File: src/hdl/nmea_rmc_pkg.sv
// ----------------------------------------------------------------------------
// NMEA RMC parser package
// Error codes, character constants and small helpers for the RMC time and
// date parser.
// ----------------------------------------------------------------------------
package nmea_rmc_pkg;

    typedef enum logic [2:0] {
        ERR_NONE        = 3'd0,
        ERR_EMPTY       = 3'd1,
        ERR_TOO_LONG    = 3'd2,
        ERR_HEADER      = 3'd3,
        ERR_NOT_VALID   = 3'd4,
        ERR_TIME        = 3'd5,
        ERR_DATE        = 3'd6,
        ERR_UNSUPPORTED = 3'd7
    } t_err;

    localparam logic [7:0] CHR_NUL   = 8'h00;
    localparam logic [7:0] CHR_COMMA = 8'h2C;
    localparam logic [7:0] CHR_DOT   = 8'h2E;
    localparam logic [7:0] CHR_ZERO  = 8'h30;
    localparam logic [7:0] CHR_NINE  = 8'h39;
    localparam logic [7:0] CHR_A     = 8'h41;

    localparam logic [3:0] FLD_HEADER = 4'd1;
    localparam logic [3:0] FLD_TIME   = 4'd2;
    localparam logic [3:0] FLD_STATUS = 4'd3;
    localparam logic [3:0] FLD_DATE   = 4'd10;
    localparam logic [3:0] FLD_LAST   = 4'd15;

    localparam logic [2:0] LEN_SIX = 3'd6;
    localparam logic [2:0] LEN_SAT = 3'd7;

    localparam logic [31:0] ADDR_RMC_REQ = 32'd0;

    // Expected header text "$GPRMC", one character per position
    function automatic logic [7:0] hdr_char(input logic [2:0] pos);
        logic [7:0] ch;
        unique case (pos)
            3'd0:    ch = 8'h24;  // $
            3'd1:    ch = 8'h47;  // G
            3'd2:    ch = 8'h50;  // P
            3'd3:    ch = 8'h52;  // R
            3'd4:    ch = 8'h4D;  // M
            3'd5:    ch = 8'h43;  // C
            default: ch = CHR_NUL;
        endcase
        return ch;
    endfunction

    // Two BCD digits to binary, 0..99
    function automatic logic [6:0] bcd_pair(input logic [3:0] tens, input logic [3:0] ones);
        logic [6:0] v;
        v = ({3'b000, tens} << 3) + ({3'b000, tens} << 1) + {3'b000, ones};
        return v;
    endfunction

endpackage

File: src/hdl/nmea_rmc_time_date_parser.sv
// ----------------------------------------------------------------------------
// NMEA RMC time and date parser
// Streams one RMC sentence a character at a time and reports hh:mm:ss and
// dd/mm/yy, or an error code, when the sentence ends.
// ----------------------------------------------------------------------------
// Usage:
//   Input channel (i_in_valid / o_in_ready): one word per character, with
//   i_has_char marking a real character and i_last closing the sentence.
//   Output channel (o_out_valid / i_out_ready): one result word per sentence,
//   issued for the word that carries i_last.
//   Configuration: APB-style port, register rmc_requested at byte address 0.
//   Result: registered; it appears in the cycle after the last
//   word is accepted.
//   Throughput: one word per cycle. Each character updates the running field
//   state in one pass of combinational logic ahead of the state registers,
//   and the result is formed from the next-state values in the same pass.
//   Time and date digits are kept as BCD, so the split into hours, minutes
//   and seconds needs only a multiply-by-ten-and-add per pair.
//   Stall: a waiting result holds; a new word is accepted in the same cycle
//   the waiting result is taken, or whenever the output register is empty.
//   Reset: synchronous, active low. Clears the sentence state, empties the
//   output register and sets rmc_requested to 1.
// ----------------------------------------------------------------------------
module nmea_rmc_time_date_parser
    import nmea_rmc_pkg::*;
#(
    parameter int MAX_SENTENCE_LEN = 82
) (
    input  logic        i_clk,
    input  logic        i_rst_n,
    // configuration port
    input  logic        psel,
    input  logic        penable,
    input  logic        pwrite,
    input  logic [2:0]  paddr,
    input  logic [31:0] pwdata,
    output logic [31:0] prdata,
    output logic        pready,
    // input channel
    input  logic        i_in_valid,
    output logic        o_in_ready,
    input  logic [7:0]  i_char_in,
    input  logic        i_has_char,
    input  logic        i_last,
    // output channel
    output logic        o_out_valid,
    input  logic        i_out_ready,
    output logic        o_ok,
    output logic [2:0]  o_error_code,
    output logic [6:0]  o_hour,
    output logic [6:0]  o_minute,
    output logic [6:0]  o_second,
    output logic [6:0]  o_day,
    output logic [6:0]  o_month,
    output logic [6:0]  o_year
);

    // Character count saturates one above the limit
    localparam int CW = $clog2(MAX_SENTENCE_LEN + 2);
    localparam logic [CW-1:0] CNT_MAX = CW'(MAX_SENTENCE_LEN);
    localparam logic [CW-1:0] CNT_SAT = CW'(MAX_SENTENCE_LEN + 1);

    // ---------------------------------------------------------------- config
    logic r_rmc_req;
    logic cfg_wr;

    assign pready = 1'b1;
    assign cfg_wr = psel && penable && pwrite && pready;

    always_ff @(posedge i_clk) begin
        if (!i_rst_n) begin
            r_rmc_req <= 1'b1;
        end else if (cfg_wr && ({29'd0, paddr} == ADDR_RMC_REQ)) begin
            r_rmc_req <= pwdata[0];
        end
    end

    // read back rmc_requested, zero elsewhere
    assign prdata = ({29'd0, paddr} == ADDR_RMC_REQ) ? {31'd0, r_rmc_req} : 32'd0;

    // ------------------------------------------------------- sentence state
    logic [CW-1:0] r_char_count, n_char_count;
    logic [3:0]    r_field_index, n_field_index;
    logic [2:0]    r_field_len, n_field_len;
    logic          r_hdr_match, n_hdr_match;
    logic          r_status_match, n_status_match;
    logic [23:0]   r_time_bcd, n_time_bcd;
    logic [2:0]    r_time_len, n_time_len;
    logic [23:0]   r_date_bcd, n_date_bcd;
    logic [2:0]    r_date_len, n_date_len;
    logic          r_digits_stopped, n_digits_stopped;
    logic          r_dot_seen, n_dot_seen;
    logic          r_text_ended, n_text_ended;

    logic in_acc;
    logic is_digit;

    assign o_in_ready = !o_out_valid || i_out_ready;
    assign in_acc     = i_in_valid && o_in_ready;
    assign is_digit   = (i_char_in >= CHR_ZERO) && (i_char_in <= CHR_NINE);

    // Next state for one character. The time and date fields handle digits
    // alike: digits shift into a BCD word until a non-digit stops them.
    always_comb begin
        n_char_count     = r_char_count;
        n_field_index    = r_field_index;
        n_field_len      = r_field_len;
        n_hdr_match      = r_hdr_match;
        n_status_match   = r_status_match;
        n_time_bcd       = r_time_bcd;
        n_time_len       = r_time_len;
        n_date_bcd       = r_date_bcd;
        n_date_len       = r_date_len;
        n_digits_stopped = r_digits_stopped;
        n_dot_seen       = r_dot_seen;
        n_text_ended     = r_text_ended;

        if (in_acc && i_has_char && !r_text_ended) begin
            if (i_char_in == CHR_NUL) begin
                n_text_ended = 1'b1;
            end else begin
                if (r_char_count < CNT_SAT) begin
                    n_char_count = r_char_count + 1'b1;
                end
                if (i_char_in == CHR_COMMA) begin
                    // close the field and advance
                    if (r_field_index == FLD_HEADER && r_field_len != LEN_SIX) begin
                        n_hdr_match = 1'b0;
                    end
                    if (r_field_index < FLD_LAST) begin
                        n_field_index = r_field_index + 1'b1;
                    end
                    n_field_len      = 3'd0;
                    n_digits_stopped = 1'b0;
                    n_dot_seen       = 1'b0;
                end else begin
                    priority if (r_field_index == FLD_HEADER) begin
                        if (r_field_len >= LEN_SIX || i_char_in != hdr_char(r_field_len)) begin
                            n_hdr_match = 1'b0;
                        end
                    end else if (r_field_index == FLD_TIME) begin
                        if (!r_dot_seen) begin
                            if (i_char_in == CHR_DOT) begin
                                n_dot_seen = 1'b1;
                            end else begin
                                if (!r_digits_stopped) begin
                                    if (is_digit) begin
                                        if (r_time_len < LEN_SIX) begin
                                            n_time_bcd = {r_time_bcd[19:0], i_char_in[3:0]};
                                        end
                                    end else begin
                                        n_digits_stopped = 1'b1;
                                    end
                                end
                                if (r_time_len < LEN_SAT) begin
                                    n_time_len = r_time_len + 1'b1;
                                end
                            end
                        end
                    end else if (r_field_index == FLD_STATUS) begin
                        n_status_match = (r_field_len == 3'd0) && (i_char_in == CHR_A);
                    end else if (r_field_index == FLD_DATE) begin
                        if (!r_digits_stopped) begin
                            if (is_digit) begin
                                if (r_date_len < LEN_SIX) begin
                                    n_date_bcd = {r_date_bcd[19:0], i_char_in[3:0]};
                                end
                            end else begin
                                n_digits_stopped = 1'b1;
                            end
                        end
                        if (r_date_len < LEN_SAT) begin
                            n_date_len = r_date_len + 1'b1;
                        end
                    end else begin
                        // other fields only count length
                    end
                    if (r_field_len < LEN_SAT) begin
                        n_field_len = r_field_len + 1'b1;
                    end
                end
            end
        end
    end

    // Clear the sentence state after the last word, else advance
    always_ff @(posedge i_clk) begin
        if (!i_rst_n || (in_acc && i_last)) begin
            r_char_count     <= '0;
            r_field_index    <= FLD_HEADER;
            r_field_len      <= 3'd0;
            r_hdr_match      <= 1'b1;
            r_status_match   <= 1'b0;
            r_time_bcd       <= 24'd0;
            r_time_len       <= 3'd0;
            r_date_bcd       <= 24'd0;
            r_date_len       <= 3'd0;
            r_digits_stopped <= 1'b0;
            r_dot_seen       <= 1'b0;
            r_text_ended     <= 1'b0;
        end else begin
            r_char_count     <= n_char_count;
            r_field_index    <= n_field_index;
            r_field_len      <= n_field_len;
            r_hdr_match      <= n_hdr_match;
            r_status_match   <= n_status_match;
            r_time_bcd       <= n_time_bcd;
            r_time_len       <= n_time_len;
            r_date_bcd       <= n_date_bcd;
            r_date_len       <= n_date_len;
            r_digits_stopped <= n_digits_stopped;
            r_dot_seen       <= n_dot_seen;
            r_text_ended     <= n_text_ended;
        end
    end

    // ---------------------------------------------------------- result word
    logic hdr_final;
    t_err err;

    // the header field is also closed by the end of the sentence
    assign hdr_final = n_hdr_match &&
                       !(n_field_index == FLD_HEADER && n_field_len != LEN_SIX);

    always_comb begin
        priority if (!r_rmc_req) begin
            err = ERR_UNSUPPORTED;
        end else if (n_char_count == '0) begin
            err = ERR_EMPTY;
        end else if (n_char_count > CNT_MAX) begin
            err = ERR_TOO_LONG;
        end else if (!hdr_final) begin
            err = ERR_HEADER;
        end else if (!n_status_match) begin
            err = ERR_NOT_VALID;
        end else if (n_time_len != LEN_SIX || n_time_bcd == 24'd0) begin
            err = ERR_TIME;
        end else if (n_date_len != LEN_SIX || n_date_bcd == 24'd0) begin
            err = ERR_DATE;
        end else begin
            err = ERR_NONE;
        end
    end

    logic       r_out_valid;
    logic       r_ok;
    t_err       r_err;
    logic [6:0] r_hour, r_minute, r_second, r_day, r_month, r_year;

    always_ff @(posedge i_clk) begin
        if (!i_rst_n) begin
            r_out_valid <= 1'b0;
        end else if (in_acc && i_last) begin
            r_out_valid <= 1'b1;
        end else if (i_out_ready) begin
            r_out_valid <= 1'b0;
        end
    end

    // payload: hold while the result waits, zero time and date on failure
    always_ff @(posedge i_clk) begin
        if (in_acc && i_last) begin
            r_ok <= (err == ERR_NONE);
            r_err <= err;
            if (err == ERR_NONE) begin
                r_hour   <= bcd_pair(n_time_bcd[23:20], n_time_bcd[19:16]);
                r_minute <= bcd_pair(n_time_bcd[15:12], n_time_bcd[11:8]);
                r_second <= bcd_pair(n_time_bcd[7:4],   n_time_bcd[3:0]);
                r_day    <= bcd_pair(n_date_bcd[23:20], n_date_bcd[19:16]);
                r_month  <= bcd_pair(n_date_bcd[15:12], n_date_bcd[11:8]);
                r_year   <= bcd_pair(n_date_bcd[7:4],   n_date_bcd[3:0]);
            end else begin
                r_hour   <= 7'd0;
                r_minute <= 7'd0;
                r_second <= 7'd0;
                r_day    <= 7'd0;
                r_month  <= 7'd0;
                r_year   <= 7'd0;
            end
        end
    end

    assign o_out_valid  = r_out_valid;
    assign o_ok         = r_ok;
    assign o_error_code = r_err;
    assign o_hour       = r_hour;
    assign o_minute     = r_minute;
    assign o_second     = r_second;
    assign o_day        = r_day;
    assign o_month      = r_month;
    assign o_year       = r_year;

endmodule

File: config.mk
export PLATFORM = sky130hd
export DESIGN_NAME = nmea_rmc_time_date_parser
export DESIGN_NICKNAME = d
export VERILOG_FILES = /design/src/hdl/nmea_rmc_pkg.sv /design/src/hdl/nmea_rmc_time_date_parser.sv
export SDC_FILE = /design/constraint.sdc
export NUM_CORES = 1
export LEC_CHECK = 0
export ABC_AREA = 1
export BUFFER_PORTS_ARGS = -buffer_cell sky130_fd_sc_hd__buf_2
export CAP_MARGIN = 20
export CORE_MARGIN = 2
export CORE_UTILIZATION = 40
export DETAILED_ROUTE_END_ITERATION = 12
export MAX_ROUTING_LAYER = met4
export PLACE_DENSITY = 0.7
export SYNTH_ARGS = -nofsm -noshare
export SYNTH_HDL_FRONTEND = slang
export SYNTH_SLANG_ARGS = --single-unit
File: constraint.sdc
create_clock -name i_clk -period 8.6 [get_ports i_clk]
set_clock_uncertainty 0.1 [all_clocks]
set_input_delay 0.43 -clock i_clk [delete_from_list [all_inputs] [get_ports i_clk]]
set_output_delay 0.43 -clock i_clk [all_outputs]
set_load 0.005 [all_outputs]
# After elaboration in Yosys (flattened, before gate mapping)
# Index checks and enable logic that the tools add are counted.
[classes] n_addsub=17 order_cmp=11 n_eq_ne=22 muxes=88 bitwise_logic=1 n_reduce_logical=34
[ops] cell="$mux 24" n=20
[ops] cell="$mux 3" n=27
[ops] cell="$logic_not 24->1" n=2
[ops] cell="$add 7x4->7" n=6
[ops] cell="$add 7x5->7" n=6
[ops] cell="$pmux 7 s6" n=1
[ops] cell="$mux 8" n=4
[ops] cell="$mux 1" n=29
[ops] cell="$mux 7" n=3
[ops] cell="$ne 3x3->1 const B" n=7
[ops] cell="$eq 8x6->1 const B" n=2
[ops] cell="$mux 4" n=4
[ops] cell="$lt 3x3->1 const B" n=5
[ops] cell="$logic_and 1x1->1" n=12
[ops] cell="$add 3x1->3 const B" n=3
[ops] cell="$logic_not 3->1" n=3
[ops] cell="$eq 4x1->1 const B" n=2
[ops] cell="$eq 4x2->1 const B" n=2
[ops] cell="$eq 8x7->1 const B" n=1
[ops] cell="$ge 8x6->1 const B" n=1
[ops] cell="$le 8x6->1 const B" n=1
[ops] cell="$logic_not 8->1" n=1
[ops] cell="$ne 8x8->1" n=1
[ops] cell="$add 7x1->7 const B" n=1
[ops] cell="other kinds (19)" n=29
[totals] reg_bits=121 out_inout_bits=81 word_cells=195

# Longest topological paths before layout
# Gate-level depths: netlist (run 1).
[logic_depth] depth_word=21 depth_mapped=22

# Worst setup path before layout (run 1)
# No wires, ideal clock.
[synth_timing] path_type="input -> register" start="input port i_out_ready" end="register r_month[6] (netlist: o_month[6]) (data pin)" setup_time_ns=0.150 arrival_ns=2.990 setup_slack_ns=5.360 path_stages=18 n_path_buf=1 cell_sequence="inv_2 > nand2_4 > nand3_2 > nor2_4 > nand2_8 > nor2_8 > nand3_2 > buf_2 > nand2_1 > nand2_1 > fa_1 > fa_1 > nand2_1 > nand2_1 > a21oi_1 > xnor2_1 > inv_1 > nor3_2"
[synth_between] elab_chain_len=15
[synth_lines] element="start: declaration" line="nmea_rmc_time_date_parser.sv:47" source="input logic i_out_ready,"
[synth_lines] element="$logic_or 1x1->1 *" line="nmea_rmc_time_date_parser.sv:98" source="assign o_in_ready = !o_out_valid || i_out_ready;"
[synth_lines] element="named net o_in_ready" line="nmea_rmc_time_date_parser.sv:41" source="output logic o_in_ready,"
[synth_lines] element="$logic_and 1x1->1 *" line="nmea_rmc_time_date_parser.sv:99" source="assign in_acc = i_in_valid && o_in_ready;"
[synth_lines] element="$logic_and 1x1->1 * (2 in series)" line="nmea_rmc_time_date_parser.sv:118" source="if (in_acc && i_has_char && !r_text_ended) begin"
[synth_lines] element="$mux 24 *" line="nmea_rmc_time_date_parser.sv:118"
[synth_lines] element="named net n_date_bcd[11]" line="nmea_rmc_time_date_parser.sv:89" source="logic [23:0] r_date_bcd, n_date_bcd;"
[synth_lines] element="$logic_not 24->1" line="nmea_rmc_time_date_parser.sv:238" source="end else if (n_date_len != LEN_SIX || n_date_bcd == 24'd0) begin"
[synth_lines] element="$logic_or 1x1->1" line="nmea_rmc_time_date_parser.sv:238"
[synth_lines] element="$mux 3" line="nmea_rmc_time_date_parser.sv:238"
[synth_lines] element="$mux 3" line="nmea_rmc_time_date_parser.sv:236" source="end else if (n_time_len != LEN_SIX || n_time_bcd == 24'd0) begin"
[synth_lines] element="$mux 3" line="nmea_rmc_time_date_parser.sv:234" source="end else if (!n_status_match) begin"
[synth_lines] element="$mux 3" line="nmea_rmc_time_date_parser.sv:232" source="end else if (!hdr_final) begin"
[synth_lines] element="$mux 3" line="nmea_rmc_time_date_parser.sv:230" source="end else if (n_char_count > CNT_MAX) begin"
[synth_lines] element="$mux 3" line="nmea_rmc_time_date_parser.sv:228" source="end else if (n_char_count == '0) begin"
[synth_lines] element="$mux 3" line="nmea_rmc_time_date_parser.sv:226" source="priority if (!r_rmc_req) begin"
[synth_lines] element="$logic_not 3->1" line="nmea_rmc_time_date_parser.sv:265" source="if (err == ERR_NONE) begin"
[synth_lines] element="end signal: assignment" line="nmea_rmc_time_date_parser.sv:270" source="r_month <= bcd_pair(n_date_bcd[15:12], n_date_bcd[11:8]);"
[synth_lines] element="end: declaration" line="nmea_rmc_time_date_parser.sv:248" source="logic [6:0] r_hour, r_minute, r_second, r_day, r_month, r_year;"
# Mark *: on every way through the listed nets, which the timed path passes. The rest lies on a longest branch.
# A chain may end at the register's enable or synchronous reset.

# Final worst setup path (run 1)
[layout_timing] start="register r_field_index[1]" end="register r_month[6] (netlist: o_month[6]) (data pin)"
[layout_between] elab_chain_len=18
[layout_lines] element="start: declaration" line="nmea_rmc_time_date_parser.sv:83" source="logic [3:0] r_field_index, n_field_index;"
[layout_lines] element="start signal: assignment" line="nmea_rmc_time_date_parser.sv:203" source="r_field_index <= n_field_index;"
[layout_lines] element="$eq 4x4->1" line="nmea_rmc_time_date_parser.sv:162" source="end else if (r_field_index == FLD_DATE) begin"
[layout_lines] element="$mux 24" line="nmea_rmc_time_date_parser.sv:162"
[layout_lines] element="$mux 24" line="nmea_rmc_time_date_parser.sv:160" source="end else if (r_field_index == FLD_STATUS) begin"
[layout_lines] element="$mux 24" line="nmea_rmc_time_date_parser.sv:141" source="end else if (r_field_index == FLD_TIME) begin"
[layout_lines] element="$mux 24 *" line="nmea_rmc_time_date_parser.sv:137" source="priority if (r_field_index == FLD_HEADER) begin"
[layout_lines] element="$mux 24 *" line="nmea_rmc_time_date_parser.sv:125" source="if (i_char_in == CHR_COMMA) begin"
[layout_lines] element="$mux 24 *" line="nmea_rmc_time_date_parser.sv:119" source="if (i_char_in == CHR_NUL) begin"
[layout_lines] element="$mux 24 *" line="nmea_rmc_time_date_parser.sv:118"
[layout_lines] element="named net n_date_bcd[12]" line="nmea_rmc_time_date_parser.sv:89"
[layout_lines] element="[2 not listed]"
[layout_lines] element="$mux 3" line="nmea_rmc_time_date_parser.sv:238"
[layout_lines] element="$mux 3" line="nmea_rmc_time_date_parser.sv:236"
[layout_lines] element="$mux 3" line="nmea_rmc_time_date_parser.sv:234"
[layout_lines] element="$mux 3" line="nmea_rmc_time_date_parser.sv:232"
[layout_lines] element="$mux 3" line="nmea_rmc_time_date_parser.sv:230"
[layout_lines] element="$mux 3" line="nmea_rmc_time_date_parser.sv:228"
[layout_lines] element="$mux 3" line="nmea_rmc_time_date_parser.sv:226"
[layout_lines] element="$logic_not 3->1" line="nmea_rmc_time_date_parser.sv:265"
# Marked as above.

==> results of run 1 <==
power by group through the flow:
stage | clock [uW] | sequential, uW | combinational (uW)
6_report | 703 | 606 | 58.2
3_5_place_dp | 0 | 618 | 58.7
2_1_floorplan | 0 | 619 | 44.9
5_1_grt | 740 | 607 | 66.1
4_1_cts | 716 | 606 | 58.9
3_3_place_gp | 0 | 618 | 58.1
logic make-up (layout without fill, tap and decap cells):
family | after synthesis | count (layout) | share of synthesized area
adder cells (fa/ha/maj) | 65 | 65 | 0.116
AO/OA/AOI/OAI | 65 | 65 | 0.0465
buffers and inverters | 209 | 253 | 0.130
other | 2 | 32 | 0.000966
XOR/XNOR | 30 | 30 | 0.0338
flip-flops | 121 | 121 | 0.371
AND/OR/NAND/NOR | 453 | 453 | 0.300
multiplexers | 2 | 2 | 0.00257
cell type report:
class	instances	area [um2]	share of cell area
flip-flops and latches	121	2880	0.331
clock buffers	22	485	0.0557
clock inverters	10	97.6	0.0112
inverters	151	567	0.0651
well taps	260	325	0.0373
repair buffers	70	353	0.0405
multi-input cells	647	4000	0.459
synth_stat cells, drive strengths merged:
library cell	n	area [um2]
nand3	55	325
clkbuf	8	30.0
conb	2	7.51
o21bai	2	15.0
a211oi	3	22.5
xnor2	10	87.6
nand3b	5	37.5
buf	50	410
fa	12	240
nor3	53	480
dfxtp	75	1500
a21oi	28	140
a21boi	1	7.51
nand2	207	846
a31oi	3	18.8
edfxtp	46	1380
ha	53	663
mux2i	2	20.0
inv	151	567
nor4	1	6.26
o21ai	21	105
nor2	109	490
xor2	20	175
a21o	2	15.0
o211ai	5	37.5
nand4	23	144
sequential cells by signal, summed over array words and instances, names as in the netlist, 3 cells and up:
name	count
r_date_len	3
o_error_code	3
r_date_bcd	24
o_month	7
r_field_index	4
o_day	7
o_hour	7
r_field_len	3
o_second	7
o_year	7
r_time_len	3
r_time_bcd	24
o_minute	7
r_char_count	7
worst max-delay path by stage:
stage                                           start                       end  slack [ns]  depth (start not counted)
final                     r_field_index[1]$_SDFF_PP0_  o_month[6]$_SDFFCE_PP0P_        4.52                         14
after CTS                 r_field_index[1]$_SDFF_PP0_  o_month[6]$_SDFFCE_PP0P_        4.50                         14
after global placement                   i_char_in[6]  o_month[6]$_SDFFCE_PP0P_        4.35                         17
after global routing      r_field_index[1]$_SDFF_PP0_  o_month[6]$_SDFFCE_PP0P_        4.20                         14
after floorplan                           i_out_ready  o_month[6]$_SDFFCE_PP0P_        5.36                         18
after detailed placement                 i_char_in[6]  o_month[6]$_SDFFCE_PP0P_        4.31                         17
critical path: cells and delay by family (launching register included):
family                   cells  cell delay [ns]
flip-flops                   1             0.40
buffers and inverters        1             0.07
adder cells (fa/ha/maj)      3             1.24
AO/OA/AOI/OAI                1             0.15
AND/OR/NAND/NOR              8             1.80
XOR/XNOR                     1             0.14
per-stage QoR:
step / utilization / worst slack, ns
after floorplan: - / 5.36
after global placement: 0.430 / 4.35
after detailed placement: 0.430 / 4.31
after CTS: 0.461 / 4.50
after global routing: 0.461 / 4.20
final: 0.461 / 4.52
per-layer routing:
layer	wire [um]	global-route usage	vias to the layer above
li1	-	-	3096
met1	7000	0.201	2713
met2	6890	0.245	104
met3	598	0.0327	14
met4	177	0.0511	0
met5	0	-	-
layout by cell type, fill, tap and decap left out, types with 4 or more instances in the layout:
master     count
ha_1          53
nand4_1       23
nor3_1        10
xor2_1        20
o211ai_1       5
buf_2         69
fa_1          12
nor2_2         5
inv_2         13
nand3_1       48
nand2_1      190
clkinv_1       4
clkbuf_16     18
nor2_1        96
o21ai_0       13
nand3_2        5
edfxtp_1      46
nand2_2       13
dfxtp_1       75
a21oi_1       28
nor3_2        43
xnor2_1       10
o21ai_1        8
conb_1        32
inv_1        138
nor2_4         7
nand3b_1       5
==> flow_summary.ini, run 1 <==
[floorplan]
coreArea_mm2 = 0.0189
start_util = 0.412
die_w_um = 143
dieArea_mm2 = 0.0206
io_pins = 133
num_rows = 50
die_h_um = 143

[sta]
rsz0062_at_grt = false
relSlewSlack = 0.363
fmax_mhz = 245
finalCritPeriodShare = 0.475
worst_pin_slew_ns = 0.956
finalSetupTns_ns = 0
holdWs_ns = 0.174
setup_viol = 0
slew_viol_final = 0
timing.final.crit_period_ns = 4.08
final_hold_viol_count = 0

[routing]
finalWirelength_mm = 14.7
drt_iter0_markers = 437
wire_per_inst_um = 11.4
vias_per_cell = 4.63
dr.pass1.iters = 5
ant_nets = 0
vias = 5927
drc = 0

[cts]
clk_path_buf_depth = 2
numCtsBuffers = 17
cts_hold_buffers = 0
cts_resized = 0
cts_sinks = 121
cts.htree.levels = 4
clk_pin_slew_worst_paths_ns = 0.06
cts_tree = yes
clk_latency_ns = 0.42
clock-root-buffer = clkbuf_16
post_cts_buffers = 0

[min_path]
hold_class = in2reg
whs_path_depth = 2
holdCritStartpoint = i_rst_n
min_to = r_rmc_req$_SDFFE_PN1P_

[cells_and_area]
stdcell_count = 1281
fillers = 1850
num_antenna_cells = 0
drive_above_1_share = 0.185
syn_to_final_growth_pct = 12.0
final_nets = 1125
fin_area_mm2 = 0.00871

[setup_path]
slowest_stage = nor2_2
crit_arrival_ns = 4.23
critPathRequiredTime_ns = 8.74
crit_type = reg2reg
cpMostUsedCell = nand2_1
end_kind = flip-flop
cp_cell_sequence = ha_1 -> nand3_1 -> nor2_2 -> nand3_2 -> nand2_1 -> nand2_1 -> fa_1 -> fa_1 -> nand2_1 -> nand2_1 -> a21oi_1 -> xnor2_1 -> inv_1 -> nor3_2
ff2ff_path_depth = 14
r2r_end = o_month[6]$_SDFFCE_PP0P_
crit_fanout = 21
start_kind = flip-flop
r2r_setup_slack_ns = 4.52
crit_path_max_incr_delay_ns = 0.69
worstReg2RegStart = r_field_index[1]$_SDFF_PP0_

[power]
switching_share = 0.215
pwr-share-comb = 0.043
switchingPower_uw = 293
total_power_uw = 1370
p_leak_uw = 0.00423
power_density_mw_per_mm2 = 157
vdd_drop_max_mv = 0.117
seqPwrFrac = 0.443
internal_power_uw = 1070
power.share.clock = 0.514

[synth]
ys_ff_latch = 121
synth.avg_cell_area_um2 = 8.21
synth_area_mm2 = 0.00777
synth_cells = 947
ys_types = 39
yosysSeqAreaShare = 0.371
yosysWarnings = 0

[global_routing]
antenna_found_initial = 0
grt_pass1_wl_mm = 25.3
grt_pass1_vias = 5495
grt.overflow.total = 0
grt_max_degree = 66
gr-usage-all-layers = 0.156

[placed_design]
placed_area_mm2 = 0.00813
port_buffers = 69
place.gp.congestion = 0.854
dp_hpwl_mm = 10.7
placedCellCount = 1249

[flow_run]
drv_cap = 0

[run_status]
status = finished, final reports clean
Power figures use the tool's default switching activity.
==> run 2, diff against run 1 <==
Clock period 8.6 ns to 4 ns, I/O delays scaled along.
==> run 2 against run 1 <==
  * Routed wire length down 0.65%
  * Critical path depth up 3
  * Fmax rose by 12%
  * Highest routed layer unchanged
  * Sequential cell count unchanged
  * Utilization up 0.82 points
  * Combinational power up 120%
  * Non-clock buffer count increased by 14
  * Clock power up 120%
==> flow_summary.ini, run 2 (synthesized netlist as in run 1, its figures left out) <==
[global_routing]
gr-usage-all-layers = 0.155
grt_pass1_vias = 5602
grt_max_degree = 52
grt_pass1_wl_mm = 25.0
grt.overflow.total = 0
antenna_found_initial = 0

[routing]
wire_per_inst_um = 11.2
met2_wirelength_mm = 6.69
ant_nets = 0
drt_iter0_markers = 326
dr.max_layer_used = met4
drt-met1-wl_mm = 6.98
vias = 5943
vias_per_cell = 4.59
dr.pass1.iters = 4
dr_wl_met3_um = 645
finalWirelength_mm = 14.6
drc = 0

[sta]
fmax_mhz = 274
timing.final.crit_period_ns = 3.65
finalCritPeriodShare = 0.913
relSlewSlack = 0.325
slew_viol_final = 0
rsz0062_at_grt = false
finalSetupTns_ns = 0
worst_pin_slew_ns = 1.01
setup_viol = 0
final_hold_viol_count = 0

[floorplan]
num_rows = 50
coreArea_mm2 = 0.0189
dieArea_mm2 = 0.0206
die_w_um = 143
io_pins = 133
start_util = 0.412
die_h_um = 143

[flow_run]
drv_cap = 0

[cts]
cts_resized = 0
numCtsBuffers = 17
clk_pin_slew_worst_paths_ns = 0.06
clk_latency_ns = 0.42
cts_tree = yes
cts.htree.levels = 4
clock-root-buffer = clkbuf_16
cts_sinks = 121
clk_path_buf_depth = 2
cts_hold_buffers = 2
post_cts_buffers = 0

[setup_path]
slowest_stage = fa_1
cp_cell_sequence = inv_1 -> ha_1 -> nand2_1 -> nand2_2 -> nor2_8 -> nand3_4 -> inv_1 -> nand2_1 -> nand2_1 -> fa_1 -> fa_1 -> nand2_1 -> nand2_1 -> a21oi_1 -> xnor2_1 -> inv_1 -> nor3_2
crit_arrival_ns = 3.82
crit_type = reg2reg
crit_path_max_incr_delay_ns = 0.48
start_kind = flip-flop
end_kind = flip-flop
critPathRequiredTime_ns = 4.16
crit_fanout = 15
path_buf_inv = 3
critPathTopFamily = simple AND/OR/NAND/NOR gates
cpMostUsedCell = nand2_1

[placed_design]
placedCellCount = 1261
port_buffers = 69
placed_area_mm2 = 0.00824
place.gp.congestion = 0.821
dp_hpwl_mm = 11.0

[cells_and_area]
layout_commonest_cell = nand2_1
syn_to_final_growth_pct = 14.0
fin_area_mm2 = 0.00887
layout_common_cells = nand2_1, inv_1, nor2_1
final_nets = 1139
reg_top3 = r_date_bcd (24), r_time_bcd (24)
num_antenna_cells = 0
stdcell_count = 1295
drive_above_1_share = 0.193

[min_path]
hold_class = in2reg

[run_status]
status = finished, final reports clean

[power]
power_density_mw_per_mm2 = 340
vdd_drop_max_mv = 0.229
p_leak_uw = 0.00431
run 2: cell types whose count changed in the layout (fill, tap and decap cells not counted):
| cell | delta |
|---|---|
| clkbuf_16 | -1 |
| buf_4 | +10 |
| buf_12 | +2 |
| dlygate4sd3_1 | +2 |
| clkbuf_1 | +2 |
| bufinv_16 | +2 |
| clkinv_1 | -1 |
| clkinv_2 | -1 |
| clkbuf_8 | -1 |
run 2: report_power, final:
group	switching [uW]	leakage, uW	internal (uW)
clock network	533	0.000291	1050
registers	5.63	0.00104	1300
logic	88.1	0.00298	38.6
total	627	0.00431	2380
run 2: worst min-delay path: stages:
cell and delay [ns]:
buf_2 0.09, inv_2 0.04, nand2_4 0.06, nand2_1 0.05
nand2_1 0.05, inv_1 0.03
run 2: through the flow:
stage	util	hold slack [ns]	total power, uW	setup slack (ns)
after floorplan	-	0.198	1430	0.799
after global placement	0.436	0.329	1450	0.411
after detailed placement	0.436	0.338	1450	0.343
after CTS	0.469	0.00698	3040	0.316
after global routing	0.469	0.0466	3110	0.00272
final	0.469	0.0202	3010	0.346
run 2: cell type report:
type | instances | area [um2]
Clock buffer | 22 | 454
Timing Repair Buffer | 84 | 488
Multi-Input combinational cell | 647 | 4000
Inverter | 151 | 567
Tap cell | 260 | 325
Fill cell | 1881 | 10000
Sequential cell | 121 | 2880
Clock inverter | 10 | 149
run 2: path summary, 6_finish.rpt:
| path | start | endpoint | slack, ns | cells after the start |
|---|---|---|---|---|
| worst max-delay path | r_field_index[1]$_SDFF_PP0_ | o_hour[6]$_SDFFCE_PP0P_ | 0.35 | 17 |
| worst min-delay path | i_out_ready | o_out_valid$_SDFFE_PN0P_ | 0.02 | 6 |
| worst max register to register | r_field_index[1]$_SDFF_PP0_ | o_hour[6]$_SDFFCE_PP0P_ | 0.35 | 17 |
| worst min register to register | r_hdr_match$_SDFF_PP1_ | r_hdr_match$_SDFF_PP1_ | 0.35 | 2 |
run 2: per-layer routing:
| layer | track usage | up-vias |
|---|---|---|
| met5 | - | - |
| met4 | 0.0593 | 0 |
| met3 | 0.0367 | 22 |
| met2 | 0.243 | 118 |
| met1 | 0.194 | 2679 |
| li1 | - | 3124 |
==> run 3, diff against run 2 <==
==> constraint.sdc (replaced) <==
create_clock -name i_clk -period 4 [get_ports i_clk]
set_clock_uncertainty 0.1 [all_clocks]
set_input_delay 0.6 -clock i_clk [delete_from_list [all_inputs] [get_ports i_clk]]
set_output_delay 0.6 -clock i_clk [all_outputs]
set_load 0.005 [all_outputs]
==> run 3 against run 2 <==
  * First-iteration DRC count up 5.5%
  * Fmax down 0.51%
  * Critical path depth down 1
  * Cell area up 0.44%
  * Cell count up 0.93%
  * Global-route usage up 0.13 points
  * Largest cell class unchanged
  * Total power down 4.8%
  * Hold slack better by 0.32 ns
  * Critical endpoint is now o_year[6]$_SDFFCE_PP0P_
  * Clock power down 9%
==> flow_summary.ini, run 3 (synthesized netlist as in run 1, its figures left out) <==
[sta]
finalSetupTns_ns = 0
worst_pin_slew_ns = 1.01
final_hold_viol_count = 0
fmax_mhz = 272
holdWs_ns = 0.338
finalCritPeriodShare = 0.918
timing.final.crit_period_ns = 3.67
setup_viol = 0
rsz0062_at_grt = false
relSlewSlack = 0.326
slew_viol_final = 0

[floorplan]
die_w_um = 143
start_util = 0.412
coreArea_mm2 = 0.0189
io_pins = 133
die_h_um = 143
num_rows = 50
dieArea_mm2 = 0.0206

[setup_path]
critPathRequiredTime_ns = 4.17
ff2ff_path_depth = 16
crit_type = reg2reg
crit_path_max_incr_delay_ns = 0.53
cp_cell_sequence = inv_1 -> ha_1 -> nand2_1 -> nand2_2 -> nor2_8 -> nand3_2 -> nand2_1 -> nand2_1 -> fa_1 -> fa_1 -> nand2_1 -> nand2_1 -> a21oi_1 -> xnor2_1 -> inv_1 -> nor3_2
crit_cells = 16
crit_fanout = 14
crit_arrival_ns = 3.84
critPathTopFamily = simple AND/OR/NAND/NOR gates
cpMostUsedCell = nand2_1
start_kind = flip-flop
path_buf_inv = 2
slowest_stage = fa_1
end_kind = flip-flop

[cells_and_area]
layout_common_cells = nand2_1, inv_1, nor2_1
fillers = 1860
syn_to_final_growth_pct = 14.5
layout_commonest_cell = nand2_1
fin_area_mm2 = 0.00890
reg_top3 = r_date_bcd (24), r_time_bcd (24)
num_antenna_cells = 0
drive_above_1_share = 0.204
final_nets = 1151
stdcell_count = 1307

[power]
p_leak_uw = 0.00436
vdd_drop_max_mv = 0.250
power_density_mw_per_mm2 = 322
total_power_uw = 2870

[cts]
cts.htree.levels = 4
clk_path_buf_depth = 2
post_cts_buffers = 0
numCtsBuffers = 17
cts_resized = 0
clock-root-buffer = clkbuf_16
cts_sinks = 121
cts_tree = yes
clk_latency_ns = 0.42
cts_hold_buffers = 0
clk_pin_slew_worst_paths_ns = 0.05

[min_path]
hold_class = in2reg
whs_path_depth = 2

[placed_design]
port_buffers = 69
place.gp.congestion = 0.849
dp_hpwl_mm = 11.3
placed_area_mm2 = 0.00836
placedCellCount = 1275

[routing]
drt_iter0_markers = 344
vias = 5981
vias_per_cell = 4.58
ant_nets = 0
wire_per_inst_um = 11.5
drc = 0
finalWirelength_mm = 15.1
dr.pass1.iters = 5

[global_routing]
grt_pass1_vias = 5564
grt.overflow.total = 0
antenna_found_initial = 0
gr-usage-all-layers = 0.156
grt_pass1_wl_mm = 25.2
grt_max_degree = 47

[flow_run]
drv_cap = 0

[run_status]
status = finished, final reports clean
run 3: worst reg2reg max path, cell delays in order, from the launching register on:
cell and delay [ns]:
dfxtp_1 0.39, inv_1 0.06, ha_1 0.21, nand2_1 0.15
nand2_2 0.11, nor2_8 0.24, nand3_2 0.30, nand2_1 0.19
nand2_1 0.12, fa_1 0.53, fa_1 0.49, nand2_1 0.08
nand2_1 0.05, a21oi_1 0.16, xnor2_1 0.13, inv_1 0.06
nor3_2 0.14
run 3: final timing paths:
| check | startpoint | end | slack (ns) |
|---|---|---|---|
| setup / recovery | r_field_index[1]$_SDFF_PP0_ | o_year[6]$_SDFFCE_PP0P_ | 0.33 |
| hold / removal | i_rst_n | r_rmc_req$_SDFFE_PN1P_ | 0.34 |
| setup reg to reg | r_field_index[1]$_SDFF_PP0_ | o_year[6]$_SDFFCE_PP0P_ | 0.33 |
| hold reg to reg | r_hdr_match$_SDFF_PP1_ | r_hdr_match$_SDFF_PP1_ | 0.35 |
run 3: final cells by class:
type | instances | area [um2] | share of cell area
multi-input combinational | 647 | 4000 | 0.449
sequential | 121 | 2880 | 0.324
timing repair buffer | 96 | 586 | 0.0658
inverter | 151 | 567 | 0.0637
clock buffer | 20 | 437 | 0.0490
tap | 260 | 325 | 0.0365
clock inverter | 12 | 108 | 0.0121
run 3: per-layer routing:
metal | track usage | vias up | wire length (um)
li1 | - | 3137 | -
met1 | 0.197 | 2724 | 7250
met2 | 0.249 | 102 | 7020
met3 | 0.0363 | 18 | 587
met4 | 0.0501 | 0 | 191
met5 | - | - | 0
run 3: through the flow:
step           utilization  setup slack, ns
2_1_floorplan            -            0.590
3_3_place_gp         0.443            0.119
3_5_place_dp         0.443           0.0834
4_1_cts              0.471            0.318
5_1_grt              0.471           0.0266
6_report             0.471            0.328
run 3: power breakdown:
| part | total, uW | switching [uW] | leakage [uW] | internal, uW |
|---|---|---|---|---|
| combinational | 131 | 89.8 | 0.00305 | 41.2 |
| clock | 1430 | 533 | 0.000267 | 899 |
| sequential | 1300 | 5.78 | 0.00104 | 1300 |
